File: config.mk
export PLATFORM = sky130hd
export DESIGN_NAME = rpn_fixed_point_stack_calculator
export DESIGN_NICKNAME = d
export VERILOG_FILES = /design/src/hw/rtl/rpn_pkg.sv /design/src/hw/rtl/rpn_ram.sv /design/src/hw/rtl/rpn_alu.sv /design/src/hw/rtl/rpn_fixed_point_stack_calculator.sv
export SDC_FILE = /design/constraint.sdc
export NUM_CORES = 2
export LEC_CHECK = 0
export ABC_CLOCK_PERIOD_IN_PS = 4690
export BUFFER_PORTS_ARGS = -buffer_cell sky130_fd_sc_hd__buf_4
export CAP_MARGIN = 20
export CORE_UTILIZATION = 57
export DETAILED_ROUTE_END_ITERATION = 6
export MAX_ROUTING_LAYER = met4
export PLACE_DENSITY_LB_ADDON = 0.12
export SLEW_MARGIN = 20
export SYNTH_ARGS = -nofsm -noshare
export SYNTH_HDL_FRONTEND = slang
export SYNTH_HIERARCHICAL = 1
export SYNTH_SLANG_ARGS = --single-unit
File: constraint.sdc
create_clock -name clk -period 4.69 [get_ports clk]
set_input_delay 0.938 -clock clk [delete_from_list [all_inputs] [get_ports clk]]
set_output_delay 0.938 -clock clk [all_outputs]
set_load 0.02 [all_outputs]
File: src/hw/rtl/rpn_pkg.sv
// Shared types and constants for the RPN fixed-point stack calculator.
// Holds command and status codes, transfer payload structs and ALU handshake structs.
// No dependencies.
package rpn_pkg;

	localparam int VAL_W           = 13;
	localparam int MAG_W           = 12;
	localparam int FRAC_W          = 4;
	localparam int CMD_W           = 3;
	localparam int DEPTH_W         = 8;
	localparam int STACK_DEPTH_DEF = 128;

	typedef enum logic [CMD_W-1:0] {
		CMD_PUSH = 3'd0,
		CMD_ADD  = 3'd1,
		CMD_SUB  = 3'd2,
		CMD_MUL  = 3'd3,
		CMD_DIV  = 3'd4,
		CMD_POW  = 3'd5
	} cmd_t;

	typedef enum logic [1:0] {
		ST_OK   = 2'd0,
		ST_FULL = 2'd1,
		ST_FEW  = 2'd2,
		ST_DIV0 = 2'd3
	} status_t;

	typedef enum logic [2:0] {
		S_IDLE,
		S_RD_B,
		S_RD_A,
		S_EXEC,
		S_DONE
	} state_t;

	typedef struct packed {
		logic [CMD_W-1:0] cmd;
		logic [VAL_W-1:0] push_value;
	} req_item_t;

	typedef struct packed {
		status_t            status;
		logic [VAL_W-1:0]   pushed_value;
		logic [DEPTH_W-1:0] stack_depth;
	} rsp_item_t;

	typedef struct packed {
		logic             start;
		cmd_t             op;
		logic [VAL_W-1:0] a;
		logic [VAL_W-1:0] b;
	} alu_req_t;

	typedef struct packed {
		logic             done;
		logic             div_zero;
		logic [VAL_W-1:0] value;
	} alu_rsp_t;

endpackage

File: src/hw/rtl/rpn_ram.sv
// Generic single-write, single-read synchronous RAM with registered read data.
// No dependencies.
module rpn_ram #(
	parameter int WIDTH = 8,
	parameter int DEPTH = 16
) (
	input  logic                     clk,
	input  logic                     we,
	input  logic [$clog2(DEPTH)-1:0] waddr,
	input  logic [WIDTH-1:0]         wdata,
	input  logic [$clog2(DEPTH)-1:0] raddr,
	output logic [WIDTH-1:0]         rdata
);

	logic [WIDTH-1:0] mem [DEPTH];
	logic [WIDTH-1:0] rdata_q;

	always_ff @(posedge clk) begin
		if (we) begin
			mem[waddr] <= wdata;
		end
		rdata_q <= mem[raddr];
	end

	assign rdata = rdata_q;

endmodule

File: src/hw/rtl/rpn_alu.sv
// Sign-magnitude Q8.4 arithmetic unit: add, subtract and multiply,
// 16-step restoring divide, 8-step square-and-multiply power mod 256.
// Depends on rpn_pkg.
module rpn_alu import rpn_pkg::*; (
	input  logic     clk,
	input  logic     arst_n,
	input  alu_req_t req,
	output alu_rsp_t rsp
);

	localparam int DIV_STEPS = 2 * MAG_W - 2 * FRAC_W;
	localparam int POW_STEPS = MAG_W - FRAC_W;
	localparam int CNT_W     = $clog2(DIV_STEPS);
	localparam int DVD_W     = MAG_W + FRAC_W;
	localparam int INT_W     = MAG_W - FRAC_W;

	logic             busy_q;
	logic             done_q;
	cmd_t             op_q;
	logic [CNT_W-1:0] step_q;
	logic             dz_q;
	logic             sx_q;
	logic [VAL_W-1:0] res_q;
	logic [DVD_W-1:0] dvd_q;
	logic [MAG_W-1:0] rem_q;
	logic [MAG_W-1:0] dvs_q;
	logic [INT_W-1:0] acc_q;
	logic [INT_W-1:0] sq_q;
	logic [INT_W-1:0] exp_q;

	logic [MAG_W-1:0]   ma;
	logic [MAG_W-1:0]   mb;
	logic               sx;
	logic [2*MAG_W-1:0] prod;
	logic [MAG_W-1:0]   sum;
	logic [MAG_W-1:0]   diff;
	logic [MAG_W:0]     trial;
	logic [MAG_W:0]     trial_sub;
	logic               ge;
	logic [MAG_W-1:0]   rem_nxt;
	logic [2*INT_W-1:0] acc_mul;
	logic [2*INT_W-1:0] sq_sq;
	logic [INT_W-1:0]   acc_fin;
	logic               last;

	assign ma   = req.a[MAG_W-1:0];
	assign mb   = req.b[MAG_W-1:0];
	assign sx   = req.a[VAL_W-1] ^ req.b[VAL_W-1];
	assign prod = {{MAG_W{1'b0}}, ma} * {{MAG_W{1'b0}}, mb};
	assign sum  = ma + mb;
	assign diff = ma - mb;

	assign trial     = {rem_q, dvd_q[DVD_W-1]};
	assign trial_sub = trial - {1'b0, dvs_q};
	assign ge        = trial >= {1'b0, dvs_q};
	assign rem_nxt   = ge ? trial_sub[MAG_W-1:0] : trial[MAG_W-1:0];

	assign acc_mul = {{INT_W{1'b0}}, acc_q} * {{INT_W{1'b0}}, sq_q};
	assign sq_sq   = {{INT_W{1'b0}}, sq_q} * {{INT_W{1'b0}}, sq_q};
	assign acc_fin = exp_q[0] ? acc_mul[INT_W-1:0] : acc_q;

	assign last = (op_q == CMD_DIV) ? (step_q == CNT_W'(DIV_STEPS - 1))
	                                : (step_q == CNT_W'(POW_STEPS - 1));

	always_ff @(posedge clk or negedge arst_n) begin
		if (!arst_n) begin
			busy_q <= 1'b0;
			done_q <= 1'b0;
			op_q   <= CMD_PUSH;
			step_q <= '0;
		end else if (req.start) begin
			op_q   <= req.op;
			step_q <= '0;
			if ((req.op == CMD_DIV && mb != '0) || req.op == CMD_POW) begin
				busy_q <= 1'b1;
				done_q <= 1'b0;
			end else begin
				busy_q <= 1'b0;
				done_q <= 1'b1;
			end
		end else if (busy_q) begin
			step_q <= step_q + CNT_W'(1);
			if (last) begin
				busy_q <= 1'b0;
				done_q <= 1'b1;
			end else begin
				done_q <= 1'b0;
			end
		end else begin
			done_q <= 1'b0;
		end
	end

	always_ff @(posedge clk) begin
		if (req.start) begin
			dz_q <= 1'b0;
			unique case (req.op)
				CMD_ADD: begin
					res_q <= {1'b0, sum};
				end
				CMD_SUB: begin
					res_q <= {1'b0, diff};
				end
				CMD_MUL: begin
					res_q <= {sx, prod[MAG_W+FRAC_W-1:FRAC_W]};
				end
				CMD_DIV: begin
					dz_q  <= (mb == '0);
					res_q <= {sx, {MAG_W{1'b0}}};
					sx_q  <= sx;
					dvd_q <= {ma, {FRAC_W{1'b0}}};
					rem_q <= '0;
					dvs_q <= mb;
				end
				CMD_POW: begin
					acc_q <= INT_W'(1);
					sq_q  <= ma[MAG_W-1:FRAC_W];
					exp_q <= mb[MAG_W-1:FRAC_W];
				end
				default: begin
					res_q <= '0;
				end
			endcase
		end else if (busy_q) begin
			if (op_q == CMD_DIV) begin
				dvd_q <= {dvd_q[DVD_W-2:0], ge};
				rem_q <= rem_nxt;
				if (last) begin
					res_q <= {sx_q, dvd_q[MAG_W-2:0], ge};
				end
			end else begin
				acc_q <= acc_fin;
				sq_q  <= sq_sq[INT_W-1:0];
				exp_q <= exp_q >> 1;
				if (last) begin
					res_q <= {1'b0, acc_fin, {FRAC_W{1'b0}}};
				end
			end
		end
	end

	assign rsp.done     = done_q;
	assign rsp.div_zero = dz_q;
	assign rsp.value    = res_q;

endmodule

File: src/hw/rtl/rpn_fixed_point_stack_calculator.sv
// Flow, accept to result: push, no-op, full-stack and too-few-operand items go straight
// to the done state; operator items read both operands and wait for the ALU, which
// iterates for divide by a nonzero divisor and for power. One item in flight; the next
// is taken once the result is committed to the output register; commit waits on stalls.
// Reset clears the entry count and handshake state; stack contents stay undefined.
module rpn_fixed_point_stack_calculator import rpn_pkg::*; #(
	parameter int STACK_DEPTH = STACK_DEPTH_DEF
) (
	input  logic      clk,
	input  logic      arst_n,
	input  logic      req_valid,
	output logic      req_stall,
	input  req_item_t req,
	output logic      rsp_valid,
	input  logic      rsp_stall,
	output rsp_item_t rsp
);

	localparam int ADDR_W = $clog2(STACK_DEPTH);
	localparam int CNT_W  = $clog2(STACK_DEPTH + 1);
	localparam int EXT_W  = (CNT_W > DEPTH_W) ? CNT_W : DEPTH_W;

	state_t state_q, state_d;

	logic [CNT_W-1:0]  count_q;
	logic [CNT_W-1:0]  new_cnt_q;
	logic [CNT_W-1:0]  cnt_p1;
	logic [CNT_W-1:0]  cnt_m1;
	logic [CNT_W-1:0]  cnt_m2;
	logic [EXT_W-1:0]  cnt_ext;
	logic [CMD_W-1:0]  cmd_q;
	status_t           status_q;
	logic [VAL_W-1:0]  val_q;
	logic              wr_q;
	logic [ADDR_W-1:0] waddr_q;
	logic [VAL_W-1:0]  b_q;
	logic              rsp_valid_q;
	rsp_item_t         rsp_q;

	logic              accept;
	logic              commit;
	logic              out_free;
	logic              is_push;
	logic              is_op;
	logic              full;
	logic              few;
	logic [ADDR_W-1:0] raddr;
	logic [VAL_W-1:0]  rdata;
	alu_req_t          alu_req;
	alu_rsp_t          alu_rsp;

	assign cnt_p1  = count_q + CNT_W'(1);
	assign cnt_m1  = count_q - CNT_W'(1);
	assign cnt_m2  = count_q - CNT_W'(2);
	assign full    = (count_q == CNT_W'(STACK_DEPTH));
	assign few     = (count_q < CNT_W'(2));
	assign cnt_ext = EXT_W'(new_cnt_q);

	assign is_push = (req.cmd == CMD_PUSH);
	always_comb begin
		unique case (cmd_t'(req.cmd))
			CMD_ADD, CMD_SUB, CMD_MUL, CMD_DIV, CMD_POW: is_op = 1'b1;
			default: is_op = 1'b0;
		endcase
	end

	assign out_free = !rsp_valid_q || !rsp_stall;
	assign accept   = req_valid && !req_stall;
	assign commit   = (state_q == S_DONE) && out_free;

	always_ff @(posedge clk or negedge arst_n) begin
		if (!arst_n) begin
			state_q <= S_IDLE;
		end else begin
			state_q <= state_d;
		end
	end

	always_comb begin
		state_d   = state_q;
		req_stall = 1'b1;
		raddr     = cnt_m1[ADDR_W-1:0];
		unique case (state_q)
			S_IDLE: begin
				req_stall = 1'b0;
				if (req_valid) begin
					state_d = (is_op && !few) ? S_RD_B : S_DONE;
				end
			end
			S_RD_B: begin
				raddr   = cnt_m2[ADDR_W-1:0];
				state_d = S_RD_A;
			end
			S_RD_A: begin
				state_d = S_EXEC;
			end
			S_EXEC: begin
				if (alu_rsp.done) begin
					state_d = S_DONE;
				end
			end
			S_DONE: begin
				if (out_free) begin
					state_d = S_IDLE;
				end
			end
			default: begin
				state_d = S_IDLE;
			end
		endcase
	end

	// Stack writes only land at commit, after all reads of the item, so no overlap.
	always_ff @(posedge clk) begin
		if (accept) begin
			cmd_q <= req.cmd;
			if (is_push) begin
				if (full) begin
					status_q  <= ST_FULL;
					val_q     <= '0;
					wr_q      <= 1'b0;
					new_cnt_q <= count_q;
				end else begin
					status_q  <= ST_OK;
					val_q     <= req.push_value;
					wr_q      <= 1'b1;
					waddr_q   <= count_q[ADDR_W-1:0];
					new_cnt_q <= cnt_p1;
				end
			end else if (is_op) begin
				if (few) begin
					status_q  <= ST_FEW;
					val_q     <= '0;
					wr_q      <= 1'b0;
					new_cnt_q <= count_q;
				end else begin
					wr_q      <= 1'b1;
					waddr_q   <= cnt_m2[ADDR_W-1:0];
					new_cnt_q <= cnt_m1;
				end
			end else begin
				status_q  <= ST_OK;
				val_q     <= '0;
				wr_q      <= 1'b0;
				new_cnt_q <= count_q;
			end
		end
		if (state_q == S_RD_B) begin
			b_q <= rdata;
		end
		if (state_q == S_EXEC && alu_rsp.done) begin
			val_q    <= alu_rsp.value;
			status_q <= alu_rsp.div_zero ? ST_DIV0 : ST_OK;
		end
		if (commit) begin
			rsp_q.status       <= status_q;
			rsp_q.pushed_value <= val_q;
			rsp_q.stack_depth  <= cnt_ext[DEPTH_W-1:0];
		end
	end

	always_ff @(posedge clk or negedge arst_n) begin
		if (!arst_n) begin
			count_q     <= '0;
			rsp_valid_q <= 1'b0;
		end else begin
			if (commit) begin
				count_q     <= new_cnt_q;
				rsp_valid_q <= 1'b1;
			end else if (rsp_valid_q && !rsp_stall) begin
				rsp_valid_q <= 1'b0;
			end
		end
	end

	rpn_ram #(
		.WIDTH (VAL_W),
		.DEPTH (STACK_DEPTH)
	) u_stack (
		.clk   (clk),
		.we    (commit && wr_q),
		.waddr (waddr_q),
		.wdata (val_q),
		.raddr (raddr),
		.rdata (rdata)
	);

	assign alu_req.start = (state_q == S_RD_A);
	assign alu_req.op    = cmd_t'(cmd_q);
	assign alu_req.a     = rdata;
	assign alu_req.b     = b_q;

	rpn_alu u_alu (
		.clk    (clk),
		.arst_n (arst_n),
		.req    (alu_req),
		.rsp    (alu_rsp)
	);

	assign rsp_valid = rsp_valid_q;
	assign rsp       = rsp_q;

endmodule
After elaboration in Yosys (flattened, before gate mapping) --
Memories as Yosys holds them, arrays and structs flattened. A register that Yosys moved wholly into a read port is not among the register bits. Cells that the tools add are included.
Operators by class: $add $sub $neg 7, multipliers 3, $lt $le $gt $ge 2, eq/ne operators 28, bitwise gates (word level) 1, muxes and demuxes 76, reductions and logical operators 30
Operators with widths (count):
- 13-bit two-way mux | 11
- 8-bit two-way mux | 17
- 13-bit case mux with 5 select lines | 1
- 16-bit two-way mux | 4
- 12-bit two-way mux | 5
- 7-bit two-way mux | 5
- 12-bit subtractor | 2
- 1-bit two-way mux | 20
- 3-bit by 2-bit equality test with 1-bit output (second input constant) | 6
- 3-bit equality test (second input constant) | 6
- 12-bit by 12-bit multiplier with 16-bit output | 1
- 8-bit by 8-bit multiplier with 8-bit output | 2
- 3-bit case mux with 5 select lines | 1
- 13-bit by 12-bit greater-or-equal comparator with 1-bit output | 1
- 12-bit adder | 1
- 12-bit logical NOT | 1
- 2-bit two-way mux | 6
- 3-bit two-way mux | 4
- 2-bit inequality test (second input constant) | 6
- 3-bit AND reduction | 4
- 12-bit nonzero test | 1
- 2-bit nonzero test | 6
- 3-bit by 1-bit equality test with 1-bit output (second input constant) | 3
- 8-bit by 1-bit adder with 8-bit output (second input constant) | 1
- other kinds (18) | 32
Storage, ports and cells: bits of input ports 20, word-level logic and storage cells 174, register bits 170, bits in writable memories 1664, output and inout bits 25, memories 1
Memory list:
- u_stack.mem | depth 128, bits a word 13, read ports 1, clocked after memory_dff 1, write ports 1, RTL line rpn_ram.sv:15 | logic [WIDTH-1:0] mem [DEPTH];

Depth between registers and ports, before layout --
depth in word-level cells 7, depth in mapped cells 20, gate-level depth less buffers 19

Modules after synthesis --
Netlist, hierarchy kept.
Modules (own cells, without submodules):
- rpn_ram | times used 1, cells each 2542, area each 63952.6 µm²
- rpn_alu | times used 1, cells each 1058, area each 9885.7 µm²
- rpn_fixed_point_stack_calculator | times used 1, cells each 239, area each 3460.8 µm²

Worst setup path before layout --
OpenSTA, ideal clock, no wires.
kind flip-flop to flip-flop, start point reg b_q[5], end point reg u_alu.res_q[10] (data pin), required time 4431 ps, data arrival time 4732 ps, setup slack -301 ps, cell stages (with the launch flop) 19, period minus slack after synthesis 4991 ps, setup time 259 ps, cells stage by stage edfxtp_1 -> clkbuf_1 -> clkbuf_1 -> nand2_1 -> fa_1 -> fa_1 -> fa_1 -> inv_1 -> fa_1 -> inv_1 -> fa_1 -> inv_1 -> ha_1 -> nor2_1 -> a21boi_1 -> o21bai_1 -> a31oi_1 -> xnor2_1 -> a211o_1
On the way: longest elaborated chain between the ends 3, elaborated cells between the ends (all ways) 5, those cells by class add/sub (2); mul (1); mux (2)
Ends and longest elaborated chain:
- from (decl) | RTL line rpn_fixed_point_stack_calculator.sv:36 | logic [VAL_W-1:0] b_q;
- from (signal assigned) | RTL line rpn_fixed_point_stack_calculator.sv:149 | b_q <= rdata;
- 12-bit by 12-bit multiplier with 16-bit output (tied with other cells) | RTL line rpn_alu.sv:49 | assign prod = {{MAG_W{1'b0}}, ma} * {{MAG_W{1'b0}}, mb};
- 13-bit case mux with 5 select lines * | RTL line rpn_alu.sv:97 | unique case (req.op)
- 13-bit two-way mux * | RTL line rpn_alu.sv:95 | if (req.start) begin
- to (signal assigned) | RTL line rpn_alu.sv:99 | res_q <= {1'b0, sum};
- to (signal assigned) | RTL line rpn_alu.sv:102 | res_q <= {1'b0, diff};
- to (signal assigned) | RTL line rpn_alu.sv:105 | res_q <= {sx, prod[MAG_W+FRAC_W-1:FRAC_W]};
- to (decl) | RTL line rpn_alu.sv:23 | logic [VAL_W-1:0] res_q;
Every way passes the cells marked *; elsewhere a longest branch is shown, timed or not. A chain may end at the register's enable or synchronous reset.

Worst setup path in the final report --
start point reg b_q[4], end point reg u_alu.res_q[8] (data pin)
Same word-level chain as after synthesis.

==> impl_metrics.csv <==
group,metric,value,unit
global_routing,first_global_vias,38200,
run,cap_violations,0,
clocking,cts_tree,"yes",
final_layout,fill_cells,8750,
global_routing,grt_max_degree,130,
timing,finalHoldViolCount,0,
routing,post-route-drc-count,0,
final_layout,drive_gt1_frac,0.295,
logic_synthesis,synth_area_per_cell,20.1,um^2
logic_synthesis,synthMuxAreaShare,0.166,
timing,finClkSkew,0.0412,ns
logic_synthesis,synth_simple_gate_area_frac,0.0326,
logic_synthesis,netlist_instances,3839,
floorplan,rows,134,
routing,wl_per_cell,29.4,um
timing,period_share,1.01,
timing,fin_ws,-0.0246,ns
global_routing,grt_pass1_wl,265000,um
worst_hold_path,hold_depth,3,
floorplan,start_util,0.577,
routing,routed_via_density,6.29,
clocking,cts.path.max_buffers,3,
final_layout,syn_to_final_growth,13.9,%
setup_path,critPathKind,"reg2reg",
timing,hold_slack,0.382,ns
global_routing,grt.overflow.total,0,
clocking,cts_buffers,184,
routing,drt_iter0_markers,4320,
placement,place_congestion,0.853,
timing,fin_tns_setup,-0.0246,ns
timing,fin_crit,4.71,ns
logic_synthesis,ys_seq_elements,1847,
floorplan,fp.coreArea,134000,um^2
setup_path,rr_worst_depth,18,
clocking,cts.sinks,1847,
logic_synthesis,synth-edff-count,1813,
logic_synthesis,yosysTopAreaCell,"edfxtp_1",
setup_path,required,5.17,ns
logic_synthesis,synth_xor_area_frac,0.0105,
routing,vias,38400,
timing,setup_viol,1,
clocking,clk_latency,0.81,ns
setup_path,worstPathMaxFanout,3,
global_routing,antenna_found_initial,4,
final_layout,final_nets,4407,
routing,antenna_left,0,
floorplan,fp.dieH,370,um
routing,first_pass_iters,6,
setup_path,arrival,5.19,ns
clocking,cts_max_level,4,
logic_synthesis,yosys-top-cells-area,"edfxtp_1 70%, mux4_2 16%, fa_1 2.5%",
floorplan,ios,45,
logic_synthesis,async_flop_share,0.0114,
logic_synthesis,yosys_warnings,6,
logic_synthesis,syn-cell-area,77300,um^2
logic_synthesis,yosys_most_used_dff,"edfxtp_1",
placement,dpl_cell_area,81900,um^2
logic_synthesis,synth_compound_area_frac,0.0169,
logic_synthesis,yosys.area.top_type_share,0.704,
logic_synthesis,ys_types,73,
timing,worst_pin_slew,1.09,ns
timing,slew_violations,0,
logic_synthesis,synthAdderAreaFrac,0.0396,
placement,hpwl,112000,um
logic_synthesis,synth_top_family_by_area,"multiplexers",
clocking,clk_pin_slew,0.06,ns
routing,wl,180000,um
setup_path,crit_path_start_kind,"flip-flop",
timing,slew_headroom,0.274,
setup_path,end_kind,"flip-flop",
floorplan,die_x,370,um
floorplan,die-area,137000,um^2
final_layout,fin_area,88000,um^2
placement,port_buffers,44,
global_routing,grt_util_all_layers,0.278,
worst_hold_path,hold_path.class,"in2reg",
timing,rsz0062_at_grt,"yes",
logic_synthesis,synth_seq_area_share,0.714,
status,status,"finished, violations left",
clocking,cts_root_buf,"clkbuf_16",
status,violations,"negative setup slack",
timing,fmax,0.212,GHz
synthesized netlist by cell type, types with 39 or more instances:
| cell type | n |
|---|---|
| xnor2_1 | 62 |
| mux4_2 | 546 |
| nand2_1 | 159 |
| ha_1 | 88 |
| fa_1 | 98 |
| edfxtp_1 | 1813 |
| a21oi_1 | 51 |
| mux2_2 | 39 |
| and2_1 | 73 |
| nor2_1 | 192 |
| clkbuf_1 | 130 |
| inv_1 | 182 |
path summary, 6_finish.rpt:
check                                      from                          end  slack (ns)
setup / recovery               b_q[4]$_DFFE_PP_     u_alu/res_q[8]$_DFFE_PP_       -0.02
hold / removal                        rsp_stall        rsp_valid$_DFFE_PN0P_        0.38
setup reg to reg               b_q[4]$_DFFE_PP_     u_alu/res_q[8]$_DFFE_PP_       -0.02
hold reg to reg            cnt_ext[4]$_DFFE_PP_             rsp[4]$_DFFE_PP_        0.42
max in group asynchronous                arst_n  u_alu/step_q[1]$_DFFE_PN0P_        3.85
min in group asynchronous                arst_n       count_q[0]$_DFFE_PN0P_        0.56
per-layer routing:
metal	vias to the layer above	wire length, um	track usage
met4	0	4120	0.0671
met3	243	15100	0.0491
li1	16100	-	-
met5	-	0	-
met1	20400	76100	0.413
met2	1657	84300	0.408
flip-flops by register name (all words and copies together), names as in the netlist, 2 cells and up:
signal         count
u_alu/exp_q        8
u_alu/dvs_q       12
u_alu/step_q       4
val_q             13
status_q           2
cnt_ext            8
u_stack/rdata     13
u_alu/op_q         3
rsp               23
u_alu/sq_q         8
count_q            8
cmd_q              3
u_alu/res_q       13
b_q               13
u_alu/rem_q       12
waddr_q            7
u_stack/mem     1664
state_q            3
u_alu/dvd_q       16
u_alu/acc_q        8
worst max-delay path, stage by stage, from the launching register on:
cell      delay, ns
edfxtp_1       0.43
buf_6          0.15
nand2_2        0.06
fa_1           0.43
fa_1           0.48
fa_1           0.51
inv_2          0.04
fa_1           0.54
inv_2          0.04
fa_1           0.54
inv_2          0.05
ha_4           0.17
nor2_4         0.11
a21boi_2       0.18
o21bai_1       0.10
buf_4          0.14
xor2_1         0.14
a22oi_1        0.16
o22ai_1        0.11
layout make-up:
cell class | count | area, um^2 | area share
Sequential cell | 1847 | 55200 | 0.628
Multi-Input combinational cell | 1611 | 20900 | 0.237
Clock buffer | 238 | 4900 | 0.0557
Timing Repair Buffer | 374 | 3320 | 0.0378
Tap cell | 1768 | 2210 | 0.0251
Clock inverter | 89 | 752 | 0.00854
Inverter | 183 | 689 | 0.00783
Antenna cell | 4 | 10.0 | 0.000114
layout by cell type (no fill, tap or decap), drive strengths merged, types with 8 or more instances in the layout:
cell type,count
ha,88
nor2,193
a21o,13
nand4,8
nor2b,17
nand2b,10
mux4,546
a21oi,51
bufinv,8
buf,373
clkinv,68
o21a,8
o21ai,41
mux2,40
nor3,24
xnor2,64
nor4,9
clkbuf,238
nand2,159
inv,190
and2,73
nand3,28
a31oi,8
or3,8
a22o,14
xor2,19
dfxtp,13
dfrtp,21
fa,98
edfxtp,1813
stage by stage:
| step | std cells | worst slack (ns) | utilization |
|---|---|---|---|
| after floorplan | 3840 | -0.0160 | - |
| after global placement | 5763 | -0.192 | 0.611 |
| after detailed placement | 5764 | -0.240 | 0.611 |
| after CTS | 6106 | -0.0123 | 0.656 |
| after global routing | 6112 | -0.156 | 0.657 |
| final | 6114 | -0.0246 | 0.657 |
logic make-up after synthesis:
kind of cell             Yosys count
flip-flops                      1847
XOR/XNOR                          86
buffers and inverters            382
adder cells (fa/ha/maj)          186
multiplexers                     593
AO/OA/AOI/OAI                    197
AND/OR/NAND/NOR                  547
other                              1
timing repair:
action,in CTS,in global routing
hold buffers,1,0
endpoints found under the setup margin,7,7
buffers inserted,14,4
gates resized for setup,42,31
hold endpoints to repair,7,0
pin swaps,40,20
Power is not shown: default switching activity piles up to over one toggle a cycle in this logic, so the estimate is an artifact.
